$ cat config.mk
export PLATFORM = sky130hd
export DESIGN_NAME = rgb565_inverse_alpha_fill
export DESIGN_NICKNAME = d
export VERILOG_FILES = /design/src/design/raf_pkg.sv /design/src/design/raf_channel.sv /design/src/design/rgb565_inverse_alpha_fill.sv
export SDC_FILE = /design/constraint.sdc
export NUM_CORES = 2
export LEC_CHECK = 0
export ABC_AREA = 0
export BUFFER_PORTS_ARGS = -buffer_cell sky130_fd_sc_hd__buf_2
export CAP_MARGIN = 20
export CORE_MARGIN = 1.5
export CORE_UTILIZATION = 55
export DETAILED_ROUTE_END_ITERATION = 16
export PLACE_DENSITY = 0.73
export SLEW_MARGIN = 20
export SYNTH_ARGS = -nofsm -noshare
export SYNTH_HDL_FRONTEND = slang
export SYNTH_SLANG_ARGS = --single-unit
$ cat constraint.sdc
create_clock -name clk -period 9.96 [get_ports clk]
set_input_delay 0.498 -clock clk [delete_from_list [all_inputs] [get_ports clk]]
set_output_delay 0.498 -clock clk [all_outputs]
set_load 0.005 [all_outputs]
$ cat src/design/raf_pkg.sv
`timescale 1ns / 1ps
`default_nettype none

package raf_pkg;

  localparam int CFG_IDX_W  = 3;
  localparam int CFG_DATA_W = 13;
  localparam int COORD_W    = 10;
  localparam int PIXEL_W    = 16;
  localparam int RECT_W     = 13;

  localparam logic [CFG_IDX_W-1:0] REG_FILL_RED    = 3'd0;
  localparam logic [CFG_IDX_W-1:0] REG_FILL_GREEN  = 3'd1;
  localparam logic [CFG_IDX_W-1:0] REG_FILL_BLUE   = 3'd2;
  localparam logic [CFG_IDX_W-1:0] REG_DEST_WEIGHT = 3'd3;
  localparam logic [CFG_IDX_W-1:0] REG_RECT_LEFT   = 3'd4;
  localparam logic [CFG_IDX_W-1:0] REG_RECT_TOP    = 3'd5;
  localparam logic [CFG_IDX_W-1:0] REG_RECT_RIGHT  = 3'd6;
  localparam logic [CFG_IDX_W-1:0] REG_RECT_BOTTOM = 3'd7;

  localparam logic [7:0] FULL_SCALE         = 8'd255;
  localparam logic [7:0] DEST_WEIGHT_RESET  = 8'd200;

  // Load enables of the stages behind the first one.
  typedef struct packed {
    logic s2;
    logic s3;
    logic s4;
  } adv_t;

  // Pixel data that rides along the pipeline.
  typedef struct packed {
    logic [COORD_W-1:0] col;
    logic [COORD_W-1:0] row;
    logic [PIXEL_W-1:0] px;
    logic               in_rect;
  } pix_t;

  // Exact floor(x / 255) for 0 <= x <= 255 * 255.
  function automatic logic [7:0] div255(input logic [15:0] x);
    logic [16:0] t;
    t = {1'b0, x} + {9'd0, x[15:8]} + 17'd1;
    return t[15:8];
  endfunction

  // floor(c * 255 / 31): 255 = 8 * 31 + 7, and floor(7c / 31) = (7c * 265) >> 13 here.
  function automatic logic [7:0] expand5(input logic [4:0] c);
    logic [7:0]  y;
    logic [15:0] p;
    y = {c, 3'b000} - {3'b000, c};
    p = {8'd0, y} * 16'd265;
    return {c, 3'b000} + {5'd0, p[15:13]};
  endfunction

  // floor(c * 255 / 63): 255 = 4 * 63 + 3, and floor(3c / 63) = floor(c / 21) = (c * 49) >> 10.
  function automatic logic [7:0] expand6(input logic [5:0] c);
    logic [11:0] p;
    p = {6'd0, c} * 12'd49;
    return {c, 2'b00} + {6'd0, p[11:10]};
  endfunction

endpackage

`default_nettype wire

$ cat src/design/raf_channel.sv
`timescale 1ns / 1ps
`default_nettype none

module raf_channel #(
  parameter int CHAN_W = 5
) (
  input  wire logic              clk,
  input  wire raf_pkg::adv_t     adv,
  input  wire logic [7:0]        e8,
  input  wire logic [7:0]        fill,
  input  wire logic [7:0]        weight,
  output logic      [CHAN_W-1:0] code
);

  localparam logic [15:0] CHAN_MAX = 16'((1 << CHAN_W) - 1);

  logic [7:0]        inv_weight;
  logic [15:0]       sum_nxt;
  logic [15:0]       sum_r;
  logic [7:0]        blend_r;
  logic [15:0]       scaled;
  logic [7:0]        quot;
  logic [CHAN_W-1:0] code_r;

  assign inv_weight = raf_pkg::FULL_SCALE - weight;
  assign sum_nxt    = ({8'd0, fill} * {8'd0, inv_weight}) + ({8'd0, e8} * {8'd0, weight});
  assign scaled     = {8'd0, blend_r} * CHAN_MAX;
  assign quot       = raf_pkg::div255(scaled);

  always_ff @(posedge clk) begin
    if (adv.s2) begin
      sum_r <= sum_nxt;
    end
    if (adv.s3) begin
      blend_r <= raf_pkg::div255(sum_r);
    end
    if (adv.s4) begin
      code_r <= quot[CHAN_W-1:0];
    end
  end

  assign code = code_r;

endmodule

`default_nettype wire

$ cat src/design/rgb565_inverse_alpha_fill.sv
`timescale 1ns / 1ps
`default_nettype none

// Rectangle fill with alpha blend on an RGB565 pixel stream. One word enters per clock
// while in_stall is low, and its result passes through four register stages
// (rectangle test and channel expansion, weighted sum, scale by 1/255, scale back to the
// field width); the last stage is the output register. A pixel whose column lies in
// [rect_left, rect_right) and below FB_WIDTH and whose row lies in [rect_top, rect_bottom)
// and below FB_HEIGHT is blended as (fill*(255-dest_weight) + dest*dest_weight)/255 per
// channel; all other pixels pass through with out_inside_rect low. out_stall holds the
// output stage, and a stage behind it keeps loading while any stage ahead is empty, so
// in_stall rises only when all four stages are full and out_stall is high. Write the
// registers only while no word is in flight; cfg_ready is always high.
module rgb565_inverse_alpha_fill #(
  parameter int FB_WIDTH  = 1024,
  parameter int FB_HEIGHT = 1024
) (
  input  wire logic                              clk,
  input  wire logic                              rst_n,
  input  wire logic                              cfg_valid,
  output logic                                   cfg_ready,
  input  wire logic [raf_pkg::CFG_IDX_W-1:0]     cfg_index,
  input  wire logic [raf_pkg::CFG_DATA_W-1:0]    cfg_data,
  input  wire logic                              in_valid,
  output logic                                   in_stall,
  input  wire logic [raf_pkg::COORD_W-1:0]       in_pixel_col,
  input  wire logic [raf_pkg::COORD_W-1:0]       in_pixel_row,
  input  wire logic [raf_pkg::PIXEL_W-1:0]       in_dest_pixel,
  output logic                                   out_valid,
  input  wire logic                              out_stall,
  output logic      [raf_pkg::COORD_W-1:0]       out_col,
  output logic      [raf_pkg::COORD_W-1:0]       out_row,
  output logic      [raf_pkg::PIXEL_W-1:0]       out_result_pixel,
  output logic                                   out_inside_rect
);

  localparam logic signed [13:0] FB_W_LIM = 14'(FB_WIDTH);
  localparam logic signed [13:0] FB_H_LIM = 14'(FB_HEIGHT);

  logic [7:0]                    fill_red_r;
  logic [7:0]                    fill_green_r;
  logic [7:0]                    fill_blue_r;
  logic [7:0]                    dest_weight_r;
  logic signed [raf_pkg::RECT_W-1:0] rect_left_r;
  logic signed [raf_pkg::RECT_W-1:0] rect_top_r;
  logic signed [raf_pkg::RECT_W-1:0] rect_right_r;
  logic signed [raf_pkg::RECT_W-1:0] rect_bottom_r;

  logic [4:1]          vld_r;
  logic [4:1]          en;
  raf_pkg::adv_t       adv;
  raf_pkg::pix_t       pix_r [1:4];
  raf_pkg::pix_t       pix_nxt;
  logic [7:0]          er_r;
  logic [7:0]          eg_r;
  logic [7:0]          eb_r;
  logic [4:0]          red_code;
  logic [5:0]          green_code;
  logic [4:0]          blue_code;

  logic signed [13:0]  col_s;
  logic signed [13:0]  row_s;
  logic                inside_nxt;

  // Configuration registers.
  assign cfg_ready = 1'b1;

  always_ff @(posedge clk) begin
    if (!rst_n) begin
      fill_red_r    <= '0;
      fill_green_r  <= '0;
      fill_blue_r   <= '0;
      dest_weight_r <= raf_pkg::DEST_WEIGHT_RESET;
      rect_left_r   <= '0;
      rect_top_r    <= '0;
      rect_right_r  <= '0;
      rect_bottom_r <= '0;
    end else if (cfg_valid && cfg_ready) begin
      case (cfg_index)
        raf_pkg::REG_FILL_RED:    fill_red_r    <= cfg_data[7:0];
        raf_pkg::REG_FILL_GREEN:  fill_green_r  <= cfg_data[7:0];
        raf_pkg::REG_FILL_BLUE:   fill_blue_r   <= cfg_data[7:0];
        raf_pkg::REG_DEST_WEIGHT: dest_weight_r <= cfg_data[7:0];
        raf_pkg::REG_RECT_LEFT:   rect_left_r   <= cfg_data;
        raf_pkg::REG_RECT_TOP:    rect_top_r    <= cfg_data;
        raf_pkg::REG_RECT_RIGHT:  rect_right_r  <= cfg_data;
        raf_pkg::REG_RECT_BOTTOM: rect_bottom_r <= cfg_data;
        default: ;
      endcase
    end
  end

  // Pipeline flow: a stage loads when it is empty or the stage after it moves on.
  assign en[4]    = !vld_r[4] || !out_stall;
  assign en[3]    = !vld_r[3] || en[4];
  assign en[2]    = !vld_r[2] || en[3];
  assign en[1]    = !vld_r[1] || en[2];
  assign in_stall = !en[1];
  assign adv      = '{s2: en[2], s3: en[3], s4: en[4]};

  always_ff @(posedge clk) begin
    if (!rst_n) begin
      vld_r <= '0;
    end else begin
      if (en[1]) vld_r[1] <= in_valid;
      if (en[2]) vld_r[2] <= vld_r[1];
      if (en[3]) vld_r[3] <= vld_r[2];
      if (en[4]) vld_r[4] <= vld_r[3];
    end
  end

  // A negative left or top edge needs no clamp since coordinates are never negative.
  assign col_s = {4'd0, in_pixel_col};
  assign row_s = {4'd0, in_pixel_row};
  assign inside_nxt = (col_s >= $signed({rect_left_r[12], rect_left_r}))
                   && (col_s <  $signed({rect_right_r[12], rect_right_r}))
                   && (col_s <  FB_W_LIM)
                   && (row_s >= $signed({rect_top_r[12], rect_top_r}))
                   && (row_s <  $signed({rect_bottom_r[12], rect_bottom_r}))
                   && (row_s <  FB_H_LIM);

  assign pix_nxt = '{col: in_pixel_col, row: in_pixel_row, px: in_dest_pixel,
                     in_rect: inside_nxt};

  always_ff @(posedge clk) begin
    if (en[1]) begin
      pix_r[1] <= pix_nxt;
      er_r     <= raf_pkg::expand5(in_dest_pixel[15:11]);
      eg_r     <= raf_pkg::expand6(in_dest_pixel[10:5]);
      eb_r     <= raf_pkg::expand5(in_dest_pixel[4:0]);
    end
    if (en[2]) pix_r[2] <= pix_r[1];
    if (en[3]) pix_r[3] <= pix_r[2];
    if (en[4]) pix_r[4] <= pix_r[3];
  end

  raf_channel #(.CHAN_W(5)) u_red (
    .clk    (clk),
    .adv    (adv),
    .e8     (er_r),
    .fill   (fill_red_r),
    .weight (dest_weight_r),
    .code   (red_code)
  );

  raf_channel #(.CHAN_W(6)) u_green (
    .clk    (clk),
    .adv    (adv),
    .e8     (eg_r),
    .fill   (fill_green_r),
    .weight (dest_weight_r),
    .code   (green_code)
  );

  raf_channel #(.CHAN_W(5)) u_blue (
    .clk    (clk),
    .adv    (adv),
    .e8     (eb_r),
    .fill   (fill_blue_r),
    .weight (dest_weight_r),
    .code   (blue_code)
  );

  assign out_valid        = vld_r[4];
  assign out_col          = pix_r[4].col;
  assign out_row          = pix_r[4].row;
  assign out_inside_rect  = pix_r[4].in_rect;
  assign out_result_pixel = pix_r[4].in_rect ? {red_code, green_code, blue_code}
                                             : pix_r[4].px;

  // The input side stalls only when every stage holds a word and the output is held.
  assert property (@(posedge clk) disable iff (!rst_n)
    in_stall |-> (vld_r == 4'b1111) && out_stall)
    else $error("input stalled while the pipeline has room");

  // An accepted word always lands in the first stage.
  assert property (@(posedge clk) disable iff (!rst_n)
    (in_valid && !in_stall) |=> vld_r[1])
    else $error("accepted word lost at the first stage");

  // Words in flight change only by what enters and what leaves.
  assert property (@(posedge clk) disable iff (!rst_n)
    $past(rst_n) |-> $countones(vld_r) == $past($countones(vld_r))
      + int'($past(in_valid && !in_stall)) - int'($past(out_valid && !out_stall)))
    else $error("pipeline word count out of balance");

endmodule

`default_nettype wire
---- Yosys cells after proc, flatten, opt, wreduce, memory -nomap -nowiden ----
Memories as Yosys holds them, arrays and structs flattened.
Index checks and enable logic that the tools add are counted.
word-level totals
  memories ................................ 1
  bits of input ports ..................... 57
  word-level logic and storage cells ...... 104
  flip-flop bits (word level) ............. 200
  RAM bits ................................ 148
  output and inout bits ................... 40
memories
  memory  words  width  rd ports  clocked after memory_dff  wr ports  line                             source
  pix_r   4      37     4         0                         4         rgb565_inverse_alpha_fill.sv:52  raf_pkg::pix_t pix_r [1:4];
cells by class
  reduce and logical (&&, ||, !) cells .... 24
  add/sub/neg operators ................... 21
  $lt $le $gt $ge ......................... 6
  equal/unequal tests ..................... 7
  multiply operators ...................... 12
  muxes and demuxes ....................... 9
operators by type and width
  cell                                                           count
  multiplier 8 x 8 -> 16 bit                                     6
  adder 16 x 1 -> 16 bit (second input constant)                 3
  adder 16 bit                                                   3
  adder 16 x 8 -> 16 bit                                         3
  multiplier 8 x 9 -> 16 bit (second input constant)             2
  adder 13 x 1 -> 13 bit (second input constant)                 2
  adder 13 x 5 -> 13 bit                                         2
  greater-or-equal comparator 11 x 13 -> 1 bit                   2
  less-than comparator 11 x 13 -> 1 bit                          2
  multiplier 8 x 5 -> 13 bit (second input constant)             2
  less-than comparator 10 x 11 -> 1 bit (second input constant)  2
  adder 8 x 3 -> 8 bit                                           2
  2-to-1 mux 16 bit                                              1
  AND reduction 2 bit                                            8
  subtractor 8 x 5 -> 8 bit                                      2
  adder 14 x 1 -> 14 bit (second input constant)                 1
  adder 14 x 6 -> 14 bit                                         1
  multiplier 8 x 6 -> 14 bit (second input constant)             1
  equality test 3 bit (second input constant)                    4
  multiplier 6 x 6 -> 12 bit (second input constant)             1
  adder 8 x 2 -> 8 bit                                           1
  2-to-1 mux 1 bit                                               8
  subtractor 8 bit (first input constant)                        1
  equality test 3 x 2 -> 1 bit (second input constant)           2
  other kinds (5)                                                17

---- Longest topological paths before layout ----
  depth after elaboration ................. 7
  depth in mapped cells ................... 23
  gate-level depth less buffers ........... 22

---- Cells and area by module ----
A second synthesis with hierarchy kept.
second synthesis, totals
  cell total of the unflattened synthesis .. 3014
  area, all modules ....................... 31461.4 sq um
modules (own cells, without submodules)
  module                     cells each  area each (sq um)  seq. area each (sq um)  instances
  rgb565_inverse_alpha_fill  901         10855.4            6446.2                  1
  raf_channel (u_green)      731         7058.0             900.9                   1
  raf_channel (u_red)        696         6799.0             870.8                   1
  raf_channel (u_blue)       686         6749.0             870.8                   1

---- Least setup slack after synthesis ----
OpenSTA, ideal clock, no wires.
  kind .................................... flip-flop to flip-flop
  start point ............................. register dest_weight_r[7]
  end point ............................... register u_red.sum_r[13] (data pin)
  data arrival time ....................... 5.271 ns
  slack ................................... 4.424 ns
  period minus slack after synthesis ...... 5.536 ns
  setup time .............................. 0.266 ns
  path buffers ............................ 2
  cell stages (with the launch flop) ...... 18
  required time ........................... 9.694 ns
  path through ............................ dfxtp_1 -> clkbuf_1 -> clkbuf_1 -> and2_1 -> fa_1 -> fa_1 -> fa_1 -> fa_1 -> fa_1 -> inv_1 -> fa_1 -> inv_1 -> ha_1 -> and3_1 -> a21oi_1 -> o21ai_0 -> o41ai_1 -> xnor2_1
between the ends
  word-level cells in the longest chain between the ends .. 3
  elaborated cells between the ends (all ways) .. 4
  classes of those cells .................. 2 x add/sub; 2 x mul
ends and longest elaborated chain
  what                        line                             source
  from (decl)                 rgb565_inverse_alpha_fill.sv:43  logic [7:0] dest_weight_r;
  from (signal assigned)      rgb565_inverse_alpha_fill.sv:73  dest_weight_r <= raf_pkg::DEST_WEIGHT_RESET;
  from (signal assigned)      rgb565_inverse_alpha_fill.sv:83  raf_pkg::REG_DEST_WEIGHT: dest_weight_r <= cfg_data[7:0];
  subtractor 8 bit            raf_channel.sv:25                assign inv_weight = raf_pkg::FULL_SCALE - weight;
  multiplier 8 x 8 -> 16 bit  raf_channel.sv:26                assign sum_nxt = ({8'd0, fill} * {8'd0, inv_weight}) + ({8'd0, e8} * {8'd0, weight});
  adder 16 bit (*)            raf_channel.sv:26
  net u_red.sum_nxt[13]       raf_channel.sv:18                logic [15:0] sum_nxt;
  to (signal assigned)        raf_channel.sv:32                sum_r <= sum_nxt;
  to (decl)                   raf_channel.sv:19                logic [15:0] sum_r;
Mark *: on every way through the listed nets, which the timed path passes. The rest lies on a longest branch.
A chain may end at the register's enable or synchronous reset.

---- Worst setup path after layout ----
  start point ............................. register dest_weight_r[5]
  end point ............................... register u_green.sum_r[15] (data pin)
between the ends
  word-level cells in the longest chain between the ends .. 3
  elaborated cells between the ends (all ways) .. 4
  classes of those cells .................. 2 x add/sub; 2 x mul
ends and longest elaborated chain
  what                        line
  subtractor 8 bit            raf_channel.sv:25
  multiplier 8 x 8 -> 16 bit  raf_channel.sv:26
  adder 16 bit (*)            raf_channel.sv:26
  net u_green.sum_nxt[15]     raf_channel.sv:18
  to (signal assigned)        raf_channel.sv:32
  to (decl)                   raf_channel.sv:19
Marked as above.

==> impl_metrics.csv <==
group,metric,value,unit
run_status,status,"completed",
grt,track_usage,0.2288,
floorplanning,die_area,58110,sq um
floorplanning,fp.dieW,241.1,um
drt,routed_wirelength,63140,um
yosys,ys_warn_count,0,
setup_path,slowest_stage,"dfxtp_1",
drt,drc,0,
floorplanning,core-area,56170,sq um
yosys,ys_seq_area_frac,0.2916,
drt,viasPerCell,5.302,
floorplanning,ioPinCount,97,
drt,first_iter_violations,987,
clock_tree,cts.clk_slew.worst_paths,0.06,ns
sta,rsz0062_at_grt,"false",
drt,via_count,20440,
drt,routedWlPerCell,16.38,um
clock_tree,post_cts_buffers,0,
setup_path,critPathMaxStageDelay,0.83,ns
grt,antenna_found_initial,3,
sta,finalWorstSetupSlack,3.795,ns
clock_tree,holdBufCountCts,0,
sta,worst_slew_pin_slew,0.9906,ns
floorplanning,start_util,0.5549,
yosys,synth_edf_count,244,
setup_path,cp.required,10.25,ns
setup_path,critPathMostFrequentCell,"fa_1",
clock_tree,numClockSinks,332,
yosys,syn-mean-instance-area,10.36,sq um
sta,slew_headroom,0.3372,
grt,grt_max_degree,89,
setup_path,crit_fanout,28,
place,post-place-ws,3.826,ns
sta,slew_violations,0,
sta,fin_setup_tns,0,ns
grt,grt_pass1_vias,21870,
yosys,ys_ff_latch,332,
floorplanning,dieHeight,241.1,um
drt,antenna_left,0,
run,maxCapViolations,0,
sta,fin_skew,0.04025,ns
clock_tree,cts-resized-gates,0,
sta,max_freq,162.2,MHz
yosys,synth_top_area_share,0.2351,
setup_path,crit_path_start_kind,"flip-flop",
floorplanning,fp-row-count,87,
layout,multi_input_area,19400,sq um
place,gp_congestion,0.8818,
clock_tree,htree_levels,2,
yosys,synthCells,3009,
clock_tree,cts_tree,"built",
setup_path,crit_chain,"buf_4 -> nor2b_1 -> fa_1 -> inv_1 -> fa_1 -> inv_1 -> fa_1 -> fa_1 -> fa_1 -> inv_1 -> fa_1 -> inv_1 -> ha_1 -> o21a_1 -> a21oi_1 -> o21ai_0 -> o21ai_0 -> o21ai_0 -> xnor2_1",
layout,post-route-util,0.5982,
clock_tree,cts-root-buf,"clkbuf_16",
yosys,synth_commonest_cells,"inv_1, ha_1, fa_1",
sta,period_minus_slack,6.165,ns
setup_path,crit_type,"reg -> reg",
place,io_buffer_count,95,
layout,drive_gt1_frac,0.06852,
layout,fillers,4669,
worst_hold_path,hp-class,"in -> reg",
sta,setup_viol,0,
setup_path,arrival,6.46,ns
layout,areaGrowthSynthToFinish,7.808,%
sta,hold_violations,0,
grt,grt_pass1_wl,106200,um
yosys,ys_types,76,
layout,final-seq-area,9089,sq um
yosys,yosysMostFrequentCell,"inv_1",
drt,dr.pass1.iters,5,
yosys,synthFlopType,"edfxtp_1",
setup_path,cp-end-kind,"flip-flop",
clock_tree,clk_latency,0.58,ns
sta,period_share,0.6189,
clock_tree,numCtsBuffers,38,
layout,fin_area,33600,sq um
layout,nets,3853,
yosys,syn_area,31170,sq um
yosys,synth_area_leaders,"edfxtp_1, fa_1, ha_1, inv_1, dfxtp_1",
yosys,async_reset_ff_frac,0,
place,place_area,32260,sq um
grt,gr-total-overflow,0,
yosys,yosysTopAreaCell,"edfxtp_1",
clock_tree,clockBufferDepth,3,
place,detailed_place_hpwl,48710,um
==> through the flow <==
| stage | hold slack (ns) | cells |
|---|---|---|
| after floorplan | 0.4003 | 3011 |
| after CTS | 0.1114 | 3850 |
| after global placement | 0.4006 | 3782 |
| after detailed placement | 0.4045 | 3782 |
| final | 0.1416 | 3854 |
| after global routing | 0.1353 | 3851 |
==> final timing paths <==
kind	start	to	slack, ns	cells past startpoint
worst max-delay path	dest_weight_r[5]$_SDFFE_PN0P_	u_green.sum_r[15]$_DFFE_PP_	3.80	19
worst max register to register	dest_weight_r[5]$_SDFFE_PN0P_	u_green.sum_r[15]$_DFFE_PP_	3.80	19
worst min register to register	pix_r[0][140]$_DFFE_PP_	pix_r[0][177]$_DFFE_PP_	0.41	0
worst min-delay path	in_valid	vld_r[1]$_SDFFE_PN0N_	0.14	2
==> worst max-delay path: cells and delay by family, from the launching register on <==
kind | cells | cell delay [ns]
AOI/OAI and AO/OA | 5 | 0.94
buffers and inverters | 5 | 0.64
xor gates and xnor gates | 1 | 0.10
DFF | 1 | 0.83
and+or+nand+nor | 1 | 0.11
adders and majority gates | 7 | 3.26
==> layout by cell type, fill, tap and decap left out, types with 8 or more instances in the layout <==
cell,n
a211oi_1,9
a21boi_0,82
a21o_1,23
a21oi_1,57
and2_1,143
and3_1,9
buf_2,95
buf_4,14
clkbuf_1,9
clkbuf_16,40
dfxtp_1,88
edfxtp_1,244
fa_1,343
ha_1,387
inv_1,596
mux2_2,19
nand2_1,266
nand2b_1,94
nand3_1,25
nor2_1,57
nor2b_1,127
nor3_1,28
o211ai_1,11
o21a_1,28
o21ai_0,46
o21bai_1,8
xnor2_1,85
xor2_1,34
==> cells by family (layout without fill, tap and decap cells) <==
kind of cell    after synthesis  after routing  share of synthesized area
other cells                   2              8                  0.0002410
xor+xnor                    121            121                    0.03468
mux                          19             19                   0.006865
flops                       332            332                     0.2916
compound gates              324            324                    0.07226
fa+ha+maj                   730            730                     0.3757
simple gates                789            789                     0.1321
buf+inv                     692            775                    0.08659
==> layout make-up <==
class	instances	share of cell area
tap	756	0.02815
sequential	332	0.2705
timing repair buffer	109	0.01728
antenna	4	0.0002979
clock buffer	51	0.03161
inverter	598	0.06680
clock inverter	17	0.007931
multi-input combinational	1987	0.5774
==> registers in the layout, summed over array words and instances, names as in the netlist <==
name             flops
u_blue.sum_r        16
u_red.sum_r         16
fill_blue_r          8
rect_bottom_r       13
rect_right_r        13
u_blue.blend_r       8
u_green.blend_r      8
er_r                 7
rect_top_r          13
fill_green_r         8
u_green.sum_r       16
u_green.code         6
vld_r                4
u_red.blend_r        8
u_red.code           5
rect_left_r         13
eg_r                 7
fill_red_r           8
pix_r              135
u_blue.code          5
dest_weight_r        8
eb_r                 7
==> metal layers <==
layer	part of all wire	wire length, um	track usage	vias up
li1	-	-	-	9705
met1	0.44	27760	0.2988	10230
met2	0.49	31130	0.3995	404
met3	0.045	2866	0.03042	95
met4	0.022	1372	0.06231	0
met5	0	0	0	-
Power is not shown: default switching activity piles up to over one toggle a cycle in this logic, so the estimate is an artifact.
